--- config.mk ---
export PLATFORM = sky130hd
export DESIGN_NAME = utf16_to_utf8_encoder_top_flat
export DESIGN_NICKNAME = d
export VERILOG_FILES = /design/src/hw/rtl/u16u8_pkg.sv /design/src/hw/rtl/u16u8_ifs.sv /design/src/hw/rtl/utf16_to_utf8_encoder_top.sv /design/src/hw/rtl/u16u8_front.sv /design/src/hw/rtl/u16u8_queue.sv /design/src/hw/rtl/u16u8_back.sv /design/src/flat_wrapper.sv
export SDC_FILE = /design/constraint.sdc
export NUM_CORES = 1
export LEC_CHECK = 0
export BUFFER_PORTS_ARGS = -buffer_cell sky130_fd_sc_hd__buf_4
export CAP_MARGIN = 30
export CORE_MARGIN = 5
export CORE_UTILIZATION = 35
export CTS_CLUSTER_DIAMETER = 80
export DETAILED_ROUTE_END_ITERATION = 8
export HOLD_SLACK_MARGIN = 0.02
export PLACE_DENSITY = 0.61
export SYNTH_ARGS = -nofsm -noshare
export SYNTH_HDL_FRONTEND = slang
export SYNTH_SLANG_ARGS = --single-unit
--- constraint.sdc ---
create_clock -name clk -period 6.5 [get_ports clk]
set_input_delay 0.325 -clock clk [delete_from_list [all_inputs] [get_ports clk]]
set_output_delay 0.325 -clock clk [all_outputs]
set_load 0.01 [all_outputs]
--- src/hw/rtl/u16u8_pkg.sv ---
// shared types and constants for the utf-16 to utf-8 encoder
package u16u8_pkg;

  localparam int unsigned UNIT_W      = 16;
  localparam int unsigned BYTE_W      = 8;
  localparam int unsigned MAX_BYTES   = 4;
  localparam int unsigned IDX_W       = 2;
  localparam int unsigned QUEUE_DEPTH = 2;

  localparam logic [UNIT_W-1:0] ASCII_MAX   = 16'h007F;
  localparam logic [UNIT_W-1:0] TWO_MAX     = 16'h07FF;
  localparam logic [5:0]        HIGH_SURR_TAG = 6'b110110;
  localparam logic [20:0]       SUPP_BASE   = 21'h10000;

  localparam logic [BYTE_W-1:0] LEAD2_TAG = 8'b1100_0000;
  localparam logic [BYTE_W-1:0] LEAD3_TAG = 8'b1110_0000;
  localparam logic [BYTE_W-1:0] LEAD4_TAG = 8'b1111_0000;
  localparam logic [BYTE_W-1:0] CONT_TAG  = 8'b1000_0000;

  typedef enum logic [2:0] {
    CLS_ASCII,
    CLS_TWO,
    CLS_HIGH,
    CLS_PAIR,
    CLS_THREE
  } unit_class_t;

  // one encoded sequence, bytes[0] is the lead byte
  typedef struct packed {
    logic [MAX_BYTES-1:0][BYTE_W-1:0] bytes;
    logic [IDX_W-1:0]                 last_idx;
  } enc_entry_t;

endpackage

--- src/hw/rtl/u16u8_ifs.sv ---
// stream interfaces: code units in, bytes out, encoded sequences between stages
interface u16u8_unit_if import u16u8_pkg::*; ();
  logic              valid;
  logic              ready;
  logic [UNIT_W-1:0] code_unit;

  modport source (output valid, output code_unit, input ready);
  modport sink   (input valid, input code_unit, output ready);
endinterface

interface u16u8_byte_if import u16u8_pkg::*; ();
  logic              valid;
  logic              ready;
  logic [BYTE_W-1:0] utf8_byte;
  logic              last_byte;

  modport source (output valid, output utf8_byte, output last_byte, input ready);
  modport sink   (input valid, input utf8_byte, input last_byte, output ready);
endinterface

interface u16u8_entry_if import u16u8_pkg::*; ();
  logic       valid;
  logic       ready;
  enc_entry_t entry;

  modport source (output valid, output entry, input ready);
  modport sink   (input valid, input entry, output ready);
endinterface

--- src/hw/rtl/utf16_to_utf8_encoder_top.sv ---
// top level of the utf-16 to utf-8 encoder
//
//   channel    dir  signals                         transfer when
//   in_unit    in   valid ready code_unit[15:0]     valid && ready
//   out_byte   out  valid ready utf8_byte[7:0]      valid && ready
//                   last_byte
//
// a code unit holds the byte stage until all of its bytes (1 to 4) are sent,
// one byte per cycle while the output is not held off by ready; a high
// surrogate is accepted and sends nothing. a unit is stored in the queue,
// then in the sequence register, then its first byte in the output register.
// synchronous reset clears the surrogate flag, the queue and all valid flags.
// input stalls only when the sequence queue is full; the back stage pauses
// while a byte waits in the output register.
module utf16_to_utf8_encoder_top import u16u8_pkg::*; #(
  parameter int unsigned QDEPTH = QUEUE_DEPTH
) (
  input  logic          clk,
  input  logic          rst_n,
  u16u8_unit_if.sink    in_unit,
  u16u8_byte_if.source  out_byte
);

  u16u8_entry_if ent_f ();
  u16u8_entry_if ent_q ();

  u16u8_front u_front (
    .clk     (clk),
    .rst_n   (rst_n),
    .unit_in (in_unit),
    .ent_out (ent_f)
  );

  u16u8_queue #(
    .DEPTH (QDEPTH)
  ) u_queue (
    .clk   (clk),
    .rst_n (rst_n),
    .q_in  (ent_f),
    .q_out (ent_q)
  );

  u16u8_back u_back (
    .clk      (clk),
    .rst_n    (rst_n),
    .ent_in   (ent_q),
    .byte_out (out_byte)
  );

  // a sequence is never broken up: a non-final byte is followed at once
  a_seq_unbroken: assert property (@(posedge clk) disable iff (!rst_n)
    out_byte.valid && out_byte.ready && !out_byte.last_byte |=> out_byte.valid)
    else $error("byte sequence broken after a non-final byte");

  a_ascii_len: assert property (@(posedge clk) disable iff (!rst_n)
    ent_f.valid && !ent_f.entry.bytes[0][7] |-> ent_f.entry.last_idx == IDX_W'(0))
    else $error("ascii lead byte with more than one byte");

  a_four_len: assert property (@(posedge clk) disable iff (!rst_n)
    ent_f.valid && (ent_f.entry.bytes[0][7:3] == 5'b11110)
    |-> ent_f.entry.last_idx == IDX_W'(3))
    else $error("four-byte lead without four bytes");

  // a high surrogate never reaches the queue
  a_high_dropped: assert property (@(posedge clk) disable iff (!rst_n)
    in_unit.valid && (in_unit.code_unit[15:10] == HIGH_SURR_TAG) |-> !ent_f.valid)
    else $error("high surrogate pushed into queue");

endmodule

--- src/hw/rtl/u16u8_front.sv ---
// front stage: classifies code units, tracks surrogate pairs, builds byte sequences
module u16u8_front import u16u8_pkg::*; (
  input  logic           clk,
  input  logic           rst_n,
  u16u8_unit_if.sink     unit_in,
  u16u8_entry_if.source  ent_out
);

  logic              pending_r, pending_nxt;
  logic [9:0]        held_r, held_nxt;
  unit_class_t       cls;
  logic [UNIT_W-1:0] u;
  logic [20:0]       cp;
  logic              accept;

  assign u      = unit_in.code_unit;
  assign accept = unit_in.valid && unit_in.ready;
  assign cp     = SUPP_BASE + {1'b0, held_r, u[9:0]};

  always_comb begin
    if (u <= ASCII_MAX) begin
      cls = CLS_ASCII;
    end else if (u <= TWO_MAX) begin
      cls = CLS_TWO;
    end else if (u[15:10] == HIGH_SURR_TAG) begin
      cls = CLS_HIGH;
    end else if (pending_r) begin
      cls = CLS_PAIR;
    end else begin
      cls = CLS_THREE;
    end
  end

  always_comb begin
    ent_out.entry = '0;
    case (cls)
      CLS_ASCII: begin
        ent_out.entry.bytes[0] = u[7:0];
        ent_out.entry.last_idx = IDX_W'(0);
      end
      CLS_TWO: begin
        ent_out.entry.bytes[0] = LEAD2_TAG | {3'b000, u[10:6]};
        ent_out.entry.bytes[1] = CONT_TAG | {2'b00, u[5:0]};
        ent_out.entry.last_idx = IDX_W'(1);
      end
      CLS_PAIR: begin
        ent_out.entry.bytes[0] = LEAD4_TAG | {5'b00000, cp[20:18]};
        ent_out.entry.bytes[1] = CONT_TAG | {2'b00, cp[17:12]};
        ent_out.entry.bytes[2] = CONT_TAG | {2'b00, cp[11:6]};
        ent_out.entry.bytes[3] = CONT_TAG | {2'b00, cp[5:0]};
        ent_out.entry.last_idx = IDX_W'(3);
      end
      CLS_THREE: begin
        ent_out.entry.bytes[0] = LEAD3_TAG | {4'b0000, u[15:12]};
        ent_out.entry.bytes[1] = CONT_TAG | {2'b00, u[11:6]};
        ent_out.entry.bytes[2] = CONT_TAG | {2'b00, u[5:0]};
        ent_out.entry.last_idx = IDX_W'(2);
      end
      default: begin
        ent_out.entry = '0;
      end
    endcase
  end

  // a high surrogate only updates state, nothing goes to the queue
  assign ent_out.valid = unit_in.valid && (cls != CLS_HIGH);
  assign unit_in.ready = ent_out.ready;

  always_comb begin
    pending_nxt = pending_r;
    held_nxt    = held_r;
    if (accept) begin
      if (cls == CLS_HIGH) begin
        pending_nxt = 1'b1;
        held_nxt    = u[9:0];
      end else if (cls == CLS_PAIR) begin
        pending_nxt = 1'b0;
      end
    end
  end

  always_ff @(posedge clk) begin
    if (!rst_n) begin
      pending_r <= 1'b0;
      held_r    <= '0;
    end else begin
      pending_r <= pending_nxt;
      held_r    <= held_nxt;
    end
  end

endmodule

--- src/hw/rtl/u16u8_queue.sv ---
// small register queue of encoded sequences between front and back
module u16u8_queue import u16u8_pkg::*; #(
  parameter int unsigned DEPTH = QUEUE_DEPTH
) (
  input  logic           clk,
  input  logic           rst_n,
  u16u8_entry_if.sink    q_in,
  u16u8_entry_if.source  q_out
);

  localparam int unsigned AW = (DEPTH > 1) ? $clog2(DEPTH) : 1;
  localparam int unsigned CW = $clog2(DEPTH + 1);

  enc_entry_t        mem_r [DEPTH];
  logic [AW-1:0]     wr_ptr_r, wr_ptr_nxt;
  logic [AW-1:0]     rd_ptr_r, rd_ptr_nxt;
  logic [CW-1:0]     count_r, count_nxt;
  logic              push, pop;

  assign q_in.ready  = (count_r != CW'(DEPTH));
  assign q_out.valid = (count_r != CW'(0));
  assign q_out.entry = mem_r[rd_ptr_r];

  assign push = q_in.valid && q_in.ready;
  assign pop  = q_out.valid && q_out.ready;

  always_comb begin
    wr_ptr_nxt = wr_ptr_r;
    rd_ptr_nxt = rd_ptr_r;
    count_nxt  = count_r;
    if (push) begin
      wr_ptr_nxt = (wr_ptr_r == AW'(DEPTH - 1)) ? '0 : wr_ptr_r + AW'(1);
    end
    if (pop) begin
      rd_ptr_nxt = (rd_ptr_r == AW'(DEPTH - 1)) ? '0 : rd_ptr_r + AW'(1);
    end
    if (push && !pop) begin
      count_nxt = count_r + CW'(1);
    end else if (pop && !push) begin
      count_nxt = count_r - CW'(1);
    end
  end

  always_ff @(posedge clk) begin
    if (!rst_n) begin
      wr_ptr_r <= '0;
      rd_ptr_r <= '0;
      count_r  <= '0;
    end else begin
      wr_ptr_r <= wr_ptr_nxt;
      rd_ptr_r <= rd_ptr_nxt;
      count_r  <= count_nxt;
    end
  end

  always_ff @(posedge clk) begin
    if (push) begin
      mem_r[wr_ptr_r] <= q_in.entry;
    end
  end

endmodule

--- src/hw/rtl/u16u8_back.sv ---
// back stage: walks one sequence at a time, one byte per unstalled cycle
module u16u8_back import u16u8_pkg::*; (
  input  logic           clk,
  input  logic           rst_n,
  u16u8_entry_if.sink    ent_in,
  u16u8_byte_if.source   byte_out
);

  enc_entry_t        cur_r, cur_nxt;
  logic              cur_valid_r, cur_valid_nxt;
  logic [IDX_W-1:0]  idx_r, idx_nxt;
  logic              out_valid_r, out_valid_nxt;
  logic [BYTE_W-1:0] out_byte_r, out_byte_nxt;
  logic              out_last_r, out_last_nxt;
  logic              out_free, emit, is_last, load;

  assign out_free = !out_valid_r || byte_out.ready;
  assign emit     = cur_valid_r && out_free;
  assign is_last  = (idx_r == cur_r.last_idx);

  // take the next sequence as the current one sends its final byte
  assign ent_in.ready = !cur_valid_r || (emit && is_last);
  assign load         = ent_in.valid && ent_in.ready;

  always_comb begin
    cur_nxt       = cur_r;
    cur_valid_nxt = cur_valid_r;
    idx_nxt       = idx_r;
    if (ent_in.ready) begin
      cur_valid_nxt = ent_in.valid;
    end
    if (load) begin
      cur_nxt = ent_in.entry;
      idx_nxt = '0;
    end else if (emit) begin
      idx_nxt = idx_r + IDX_W'(1);
    end
  end

  always_comb begin
    out_valid_nxt = out_valid_r;
    out_byte_nxt  = out_byte_r;
    out_last_nxt  = out_last_r;
    if (emit) begin
      out_valid_nxt = 1'b1;
      out_byte_nxt  = cur_r.bytes[idx_r];
      out_last_nxt  = is_last;
    end else if (byte_out.ready) begin
      out_valid_nxt = 1'b0;
    end
  end

  always_ff @(posedge clk) begin
    if (!rst_n) begin
      cur_valid_r <= 1'b0;
      idx_r       <= '0;
      out_valid_r <= 1'b0;
    end else begin
      cur_valid_r <= cur_valid_nxt;
      idx_r       <= idx_nxt;
      out_valid_r <= out_valid_nxt;
    end
  end

  always_ff @(posedge clk) begin
    cur_r      <= cur_nxt;
    out_byte_r <= out_byte_nxt;
    out_last_r <= out_last_nxt;
  end

  assign byte_out.valid     = out_valid_r;
  assign byte_out.utf8_byte = out_byte_r;
  assign byte_out.last_byte = out_last_r;

endmodule

--- src/flat_wrapper.sv ---
// flat-port wrapper written by rule: the top's interface ports become plain ports
module utf16_to_utf8_encoder_top_flat import u16u8_pkg::*;
#(
  parameter int unsigned QDEPTH = QUEUE_DEPTH
)
  (clk, rst_n, in_unit_valid, in_unit_code_unit, in_unit_ready, out_byte_valid, out_byte_utf8_byte, out_byte_last_byte, out_byte_ready);
  u16u8_unit_if in_unit_i ();
  u16u8_byte_if out_byte_i ();
  input  logic clk;
  input  logic rst_n;
  input wire logic [$bits(in_unit_i.valid)-1:0] in_unit_valid;
  input wire logic [$bits(in_unit_i.code_unit)-1:0] in_unit_code_unit;
  output wire logic [$bits(in_unit_i.ready)-1:0] in_unit_ready;
  output wire logic [$bits(out_byte_i.valid)-1:0] out_byte_valid;
  output wire logic [$bits(out_byte_i.utf8_byte)-1:0] out_byte_utf8_byte;
  output wire logic [$bits(out_byte_i.last_byte)-1:0] out_byte_last_byte;
  input wire logic [$bits(out_byte_i.ready)-1:0] out_byte_ready;
  assign in_unit_i.valid = in_unit_valid;
  assign in_unit_i.code_unit = in_unit_code_unit;
  assign in_unit_ready = in_unit_i.ready;
  assign out_byte_valid = out_byte_i.valid;
  assign out_byte_utf8_byte = out_byte_i.utf8_byte;
  assign out_byte_last_byte = out_byte_i.last_byte;
  assign out_byte_i.ready = out_byte_ready;
  utf16_to_utf8_encoder_top #(.QDEPTH(QDEPTH)) u_core (.clk(clk), .rst_n(rst_n), .in_unit(in_unit_i), .out_byte(out_byte_i));
endmodule
==> metrics.yaml, run 1 <==
critical_path:
  crit_fanout: 34
  worstSetupPathType: "reg -> reg"
  crit_path_start_kind: "register"
  cp.required_ps: 6810
  critPathMaxStageDelay_ps: 750
  crit_arrival_ps: 3250
  crit_family: "flip-flops"
  slowest_stage: "dfxtp_1"
  cp_num_buf_inv: 2
  crit_path_cell_trace: "xor2_1, o31ai_1, and2_1, buf_4, inv_1, ha_1, or3_1, a21oi_1"
  crit_path_end_kind: "register"
min_path:
  holdCritPathClass: "in -> reg"
global_route:
  grt_use_total: 0.118
  gr-total-overflow: 0
  grt_first_pass_wirelength_um: 14700
  grt_max_degree: 35
  grt_antenna_before_repair: 0
  grt_pass1_vias: 2737
synthesis:
  synth_xor_area_frac: 0.0142
  synth_cells: 300
  synth_top_flop_cell: "edfxtp_1"
  muxShareOfSynthArea: 0.125
  yosys.cell_types.count: 49
  synth_compound_area_frac: 0.0554
  syn_area_um2: 4930
  async_flop_share: 0
  synth-simple-area-share: 0.0803
  synthAdderAreaFrac: 0.00508
  avgSynthCellArea_um2: 16.4
  synth_edf_count: 102
  ys_seq_area_frac: 0.699
  synth_warnings: 0
  synthesis.nets: 322
  ys_seq_elements: 121
  synth_top_family_by_area: "multiplexers"
cts:
  cts_max_level: 4
  cts_setup_buffers: 0
  clkTransAtPathRegs_ps: 50
  cts_buffers: 17
  cts_tree: "yes"
  cts_resized: 0
  cts_hold_buf: 0
  ctsLongestPathBuffers: 2
  clk_latency_ps: 400
  root_buffer: "clkbuf_16"
  cts_sinks: 121
timing:
  finalCritPeriodShare: 0.452
  tightest_slew_ps: 746
  slew_violations: 0
  finalSetupViolCount: 0
  fin_crit_ps: 2940
  final.setup.tns_ps: 0
  relSlewSlack: 0.501
  hold_viol: 0
  skew_ps: 6.44
  rsz0062_at_grt: "no"
  fmaxAchievable_ghz: 0.340
drt:
  vias: 2559
  dr_wl_met2_um: 4250
  antenna_left: 0
  wl_per_cell_um: 16.7
  wl_met3_um: 330
  wl_met1_um: 4220
  dr.pass1.iters: 4
  drtIter0Drc: 152
  top_layer: "met4"
  routed_via_density: 4.81
  drc: 0
  routed_wl_um: 8900
place:
  gp_congestion: 0.821
  hpwl_um: 5880
  port_buffers: 30
cells_and_area:
  diodes: 0
  syn2layout_area_growth_pct: 20.7
  fin_util: 0.430
  layout-drive-gt1-share: 0.321
  nNetsFinal: 361
pwr:
  p_leak_nw: 2.12
  finalPower_w: 0.00252
  ir_worst_vdd_mv: 0.168
  p_per_area_nw_per_um2: 423
floorplanning:
  dieArea_um2: 16500
  row_count: 43
  coreArea_um2: 13800
  initial_core_util: 0.356
  die_w_um: 129
  ioPinCount: 31
  fp.dieH_um: 129
run_status:
  status: "finished, final reports clean"
job:
  drv_cap: 0
-- per-layer routing --
metal  vias up  GRT usage
met4         0     0.0537
met1      1241      0.156
met5         -          0
met2        66      0.181
met3         7     0.0336
li1       1245          -
-- final cells by class --
type	count	area (µm²)
inverter	4	15.0
multi-input combinational	161	1390
tap	180	225
timing repair buffer	34	255
sequential	121	3440
clock inverter	3	16.3
clock buffer	29	604
fill	1225	7880
-- state kept, by name, indices dropped and copies added, names as in the netlist --
register,cells
u_core.u_back.byte_out.last_byte,1
u_core.u_back.byte_out.utf8_byte,8
u_core.u_back.byte_out.valid,1
u_core.u_back.cur_r,31
u_core.u_back.cur_valid_r,1
u_core.u_back.idx_r,2
u_core.u_front.held_r,10
u_core.u_front.pending_r,1
u_core.u_queue.count_r,2
u_core.u_queue.mem_r,62
u_core.u_queue.rd_ptr_r,1
u_core.u_queue.wr_ptr_r,1
-- cells in the final DEF (no fill, tap or decap), types with 8 or more instances in the layout --
| cell | count |
|---|---|
| edfxtp_1 | 102 |
| buf_4 | 34 |
| mux2_2 | 31 |
| nor2_1 | 21 |
| clkbuf_16 | 20 |
| dfxtp_1 | 19 |
| mux2i_1 | 11 |
| a21oi_1 | 10 |
| and2_1 | 9 |
| a221o_1 | 8 |
-- synthesized netlist by cell type, types with 4 or more instances --
| cell type | instances | area share |
|---|---|---|
| buf_2 | 4 | 0.0041 |
| dfxtp_1 | 19 | 0.077 |
| nand2_1 | 6 | 0.0046 |
| xor2_1 | 6 | 0.011 |
| and2_1 | 9 | 0.011 |
| mux2_2 | 31 | 0.071 |
| nor3_1 | 7 | 0.0071 |
| mux4_2 | 7 | 0.032 |
| clkbuf_1 | 5 | 0.0038 |
| nor2_1 | 21 | 0.016 |
| a21oi_1 | 10 | 0.010 |
| mux2i_1 | 11 | 0.022 |
| a22o_1 | 6 | 0.011 |
| a221o_1 | 8 | 0.016 |
| edfxtp_1 | 102 | 0.62 |
-- worst paths after layout --
kind                                 start                         to  slack (ps)  cells past startpoint
hold / removal                       rst_n    u_core.u_queue.wr_ptr_r         140                      2
setup reg to reg    u_core.u_back.idx_r[0]  u_core.u_queue.count_r[1]        3560                      8
setup / recovery    u_core.u_back.idx_r[0]  u_core.u_queue.count_r[1]        3560                      8
hold reg to reg   u_core.u_front.held_r[0]   u_core.u_front.held_r[0]         500                      2
-- report_power, final --
group          switching [W]  internal [W]  leakage [nW]
sequential         0.0000582       0.00107          1.08
combinational       0.000250      0.000208         0.730
clock               0.000302      0.000627         0.311
-- logic make-up (layout without fill, tap and decap cells) --
family          Yosys count  count (layout)
compound gates           36              36
xor+xnor                  8               8
fa+ha+maj                 2               2
buf+inv                  18              70
flops                   121             121
mux                      49              49
simple gates             66              66
-- per-stage QoR --
stage / hold WS [ps] / instance area [µm²] / worst slack [ps] / cells
2_1_floorplan: 442 / 4930 / 3080 / 300
3_3_place_gp: 488 / 5320 / 3650 / 500
3_5_place_dp: 489 / 5320 / 3560 / 500
4_1_cts: 120 / 5940 / 3480 / 532
5_1_grt: 137 / 5940 / 3250 / 532
6_report: 139 / 5940 / 3560 / 532
Note: power is estimated with default switching activity, not from simulation.
==> run 2, diff against run 1 <==
- ABC_AREA: default -> 1
- PLACE_DENSITY: 0.61 -> 0.63
- clock period: 6.5 -> 2.4 ns (I/O delays scaled with it)
==> metrics.yaml, run 2 <==
place:
  postPlaceCellArea_um2: 5450
  hpwl_um: 6920
  gp_congestion: 0.869
  port_buffers: 30
cts:
  ctsLongestPathBuffers: 2
  root_buffer: "clkbuf_16"
  cts_tree: "yes"
  clkTransAtPathRegs_ps: 60
  cts_hold_buf: 11
  cts_setup_buffers: 0
  cts_buffers: 17
  clk_latency_ps: 410
  cts_sinks: 121
  cts_max_level: 4
  cts_resized: 0
cells_and_area:
  diodes: 0
  largest_reg_flops: 62
  nNetsFinal: 481
  syn2layout_area_growth_pct: 21.9
  reg.largest.list: "u_core.u_queue.mem_r (62), u_core.u_back.cur_r (31), u_core.u_front.held_r (10)"
  fillCellCount: 1276
  layout-drive-gt1-share: 0.267
  fin_util: 0.439
  final_common_cell: "edfxtp_1"
  largest_register: "u_core.u_queue.mem_r"
  layout_common_cells: "edfxtp_1 (102), nand2_1 (71), nor2_1 (40)"
  final_area_um2: 6140
global_route:
  grt_max_degree: 34
  grt_use_total: 0.131
  grt_antenna_before_repair: 0
  grt_first_pass_wirelength_um: 16500
  grt_pass1_vias: 3167
  gr-total-overflow: 0
timing:
  finalSetupViolCount: 0
  relSlewSlack: 0.599
  slew_violations: 0
  tightest_slew_ps: 600
  finalCritPeriodShare: 0.877
  fin_crit_ps: 2100
  final.setup.tns_ps: 0
  rsz0062_at_grt: "no"
  fmaxAchievable_ghz: 0.475
  skew_ps: 6.60
  hold_viol: 0
min_path:
  holdCritPathClass: "in -> reg"
synthesis:
  avgSynthCellArea_um2: 12.4
  synth_warnings: 0
  synth_common_cells: "edfxtp_1 (102), nand2_1 (71), nor2_1 (42), inv_1 (31), mux2_2 (31)"
  synth_top_area_frac: 0.608
  ys_seq_area_frac: 0.684
  synth_edf_count: 102
  syn_area_um2: 5040
  synth.largest_area_cell: "edfxtp_1"
  synthTopCellsByArea: "edfxtp_1 (61%), dfxtp_1 (7.6%), mux2_2 (6.9%), nand2_1 (5.3%), nor2_1 (3.1%)"
  synth_most_common_cell: "edfxtp_1"
  synth_top_flop_cell: "edfxtp_1"
  yosys.cell_types.count: 29
  synthesis.nets: 429
  synth_cells: 407
  async_flop_share: 0
  ys_seq_elements: 121
pwr:
  power.net_switching_w: 0.00189
  sequentialPowerShare: 0.451
  switching_share: 0.274
  combPwrFrac: 0.192
  p_int_w: 0.00500
  ir_worst_vdd_mv: 0.484
  p_leak_nw: 2.31
  p_per_area_nw_per_um2: 1120
  pwr-share-clk: 0.357
drt:
  drc: 0
  dr_wl_met2_um: 4450
  top_layer: "met4"
  vias: 3064
  routed_wl_um: 10100
  drtIter0Drc: 247
  routed_via_density: 4.70
  wl_per_cell_um: 15.5
  antenna_left: 0
  dr.pass1.iters: 4
  wl_met3_um: 500
  wl_met1_um: 4880
floorplanning:
  initial_core_util: 0.360
  dieArea_um2: 16900
  ioPinCount: 31
  coreArea_um2: 14000
  fp.dieH_um: 130
  die_w_um: 130
  row_count: 43
critical_path:
  cp.required_ps: 2690
  crit_fanout: 11
  crit_path_start_kind: "register"
  worstSetupPathType: "reg -> reg"
  crit_path_end_kind: "register"
  crit_arrival_ps: 2400
run_status:
  status: "finished, final reports clean"
job:
  drv_cap: 0
[run 2: cell types whose count changed after synthesis, moves of 11 or more]
cell     change
inv_1       +28
nor2_1      +21
nand2_1     +65
nor2_2      +11
mux2i_1     -11
o21ai_0     +17
nand3_1     +13
o21ai_1     +13
[run 2: layout make-up]
class	instances	area (µm²)	area share
clock buffers	17	425	0.0693
clock inverters	15	151	0.0247
inverters	36	135	0.0220
multi-input cells	236	1370	0.223
flip-flops and latches	121	3440	0.561
well taps	180	225	0.0367
repair buffers	47	393	0.0640
[run 2: final timing paths]
path | start | to | slack, ps | cells past startpoint
min | rst_n | u_core.u_queue.rd_ptr_r | 50 | 3
max reg2reg | u_core.u_back.idx_r[1] | u_core.u_queue.count_r[1] | 300 | 11
max | u_core.u_back.idx_r[1] | u_core.u_queue.count_r[1] | 300 | 11
min reg2reg | u_core.u_back.cur_valid_r | u_core.u_back.byte_out.valid | 480 | 2
[run 2: critical path, cell delays in order (launching register included)]
cell,delay (ps)
dfxtp_1,520
inv_1,200
nand2_1,100
nand2_1,60
nand3_1,70
nand2_1,100
nand2_1,150
ha_1,270
a21oi_1,130
o21ai_0,130
o21ai_0,200
a21oi_1,60
[run 2: logic make-up after synthesis]
group,synth area share
compound gates,0.0532
xor+xnor,0.00870
fa+ha+maj,0.00497
buf+inv,0.0460
flops,0.684
mux,0.0693
simple gates,0.134
[run 2: stage by stage]
step / hold slack (ps) / setup slack, ps / power (W) / cells
after global routing: 36.7 / 35.6 / 0.00721 / 652
final: 50.3 / 296 / 0.00689 / 652
after CTS: 33.3 / 303 / 0.00695 / 652
after detailed placement: 392 / 319 / 0.00447 / 609
after floorplan: 248 / 370 / 0.00398 / 407
after global placement: 382 / 546 / 0.00444 / 609
[run 2: power groups by stage]
stage / sequential [W] / clock (W) / combinational, W
6_report: 0.00311 / 0.00246 / 0.00132
5_1_grt: 0.00314 / 0.00259 / 0.00147
3_3_place_gp: 0.00314 / 0 / 0.00130
2_1_floorplan: 0.00311 / 0 / 0.000864
4_1_cts: 0.00311 / 0.00249 / 0.00135
3_5_place_dp: 0.00315 / 0 / 0.00132
[run 2: routing by layer]
layer	track usage	vias to the layer above
met4	0.0593	0
li1	-	1513
met3	0.0430	21
met1	0.171	1448
met5	0	-
met2	0.198	82
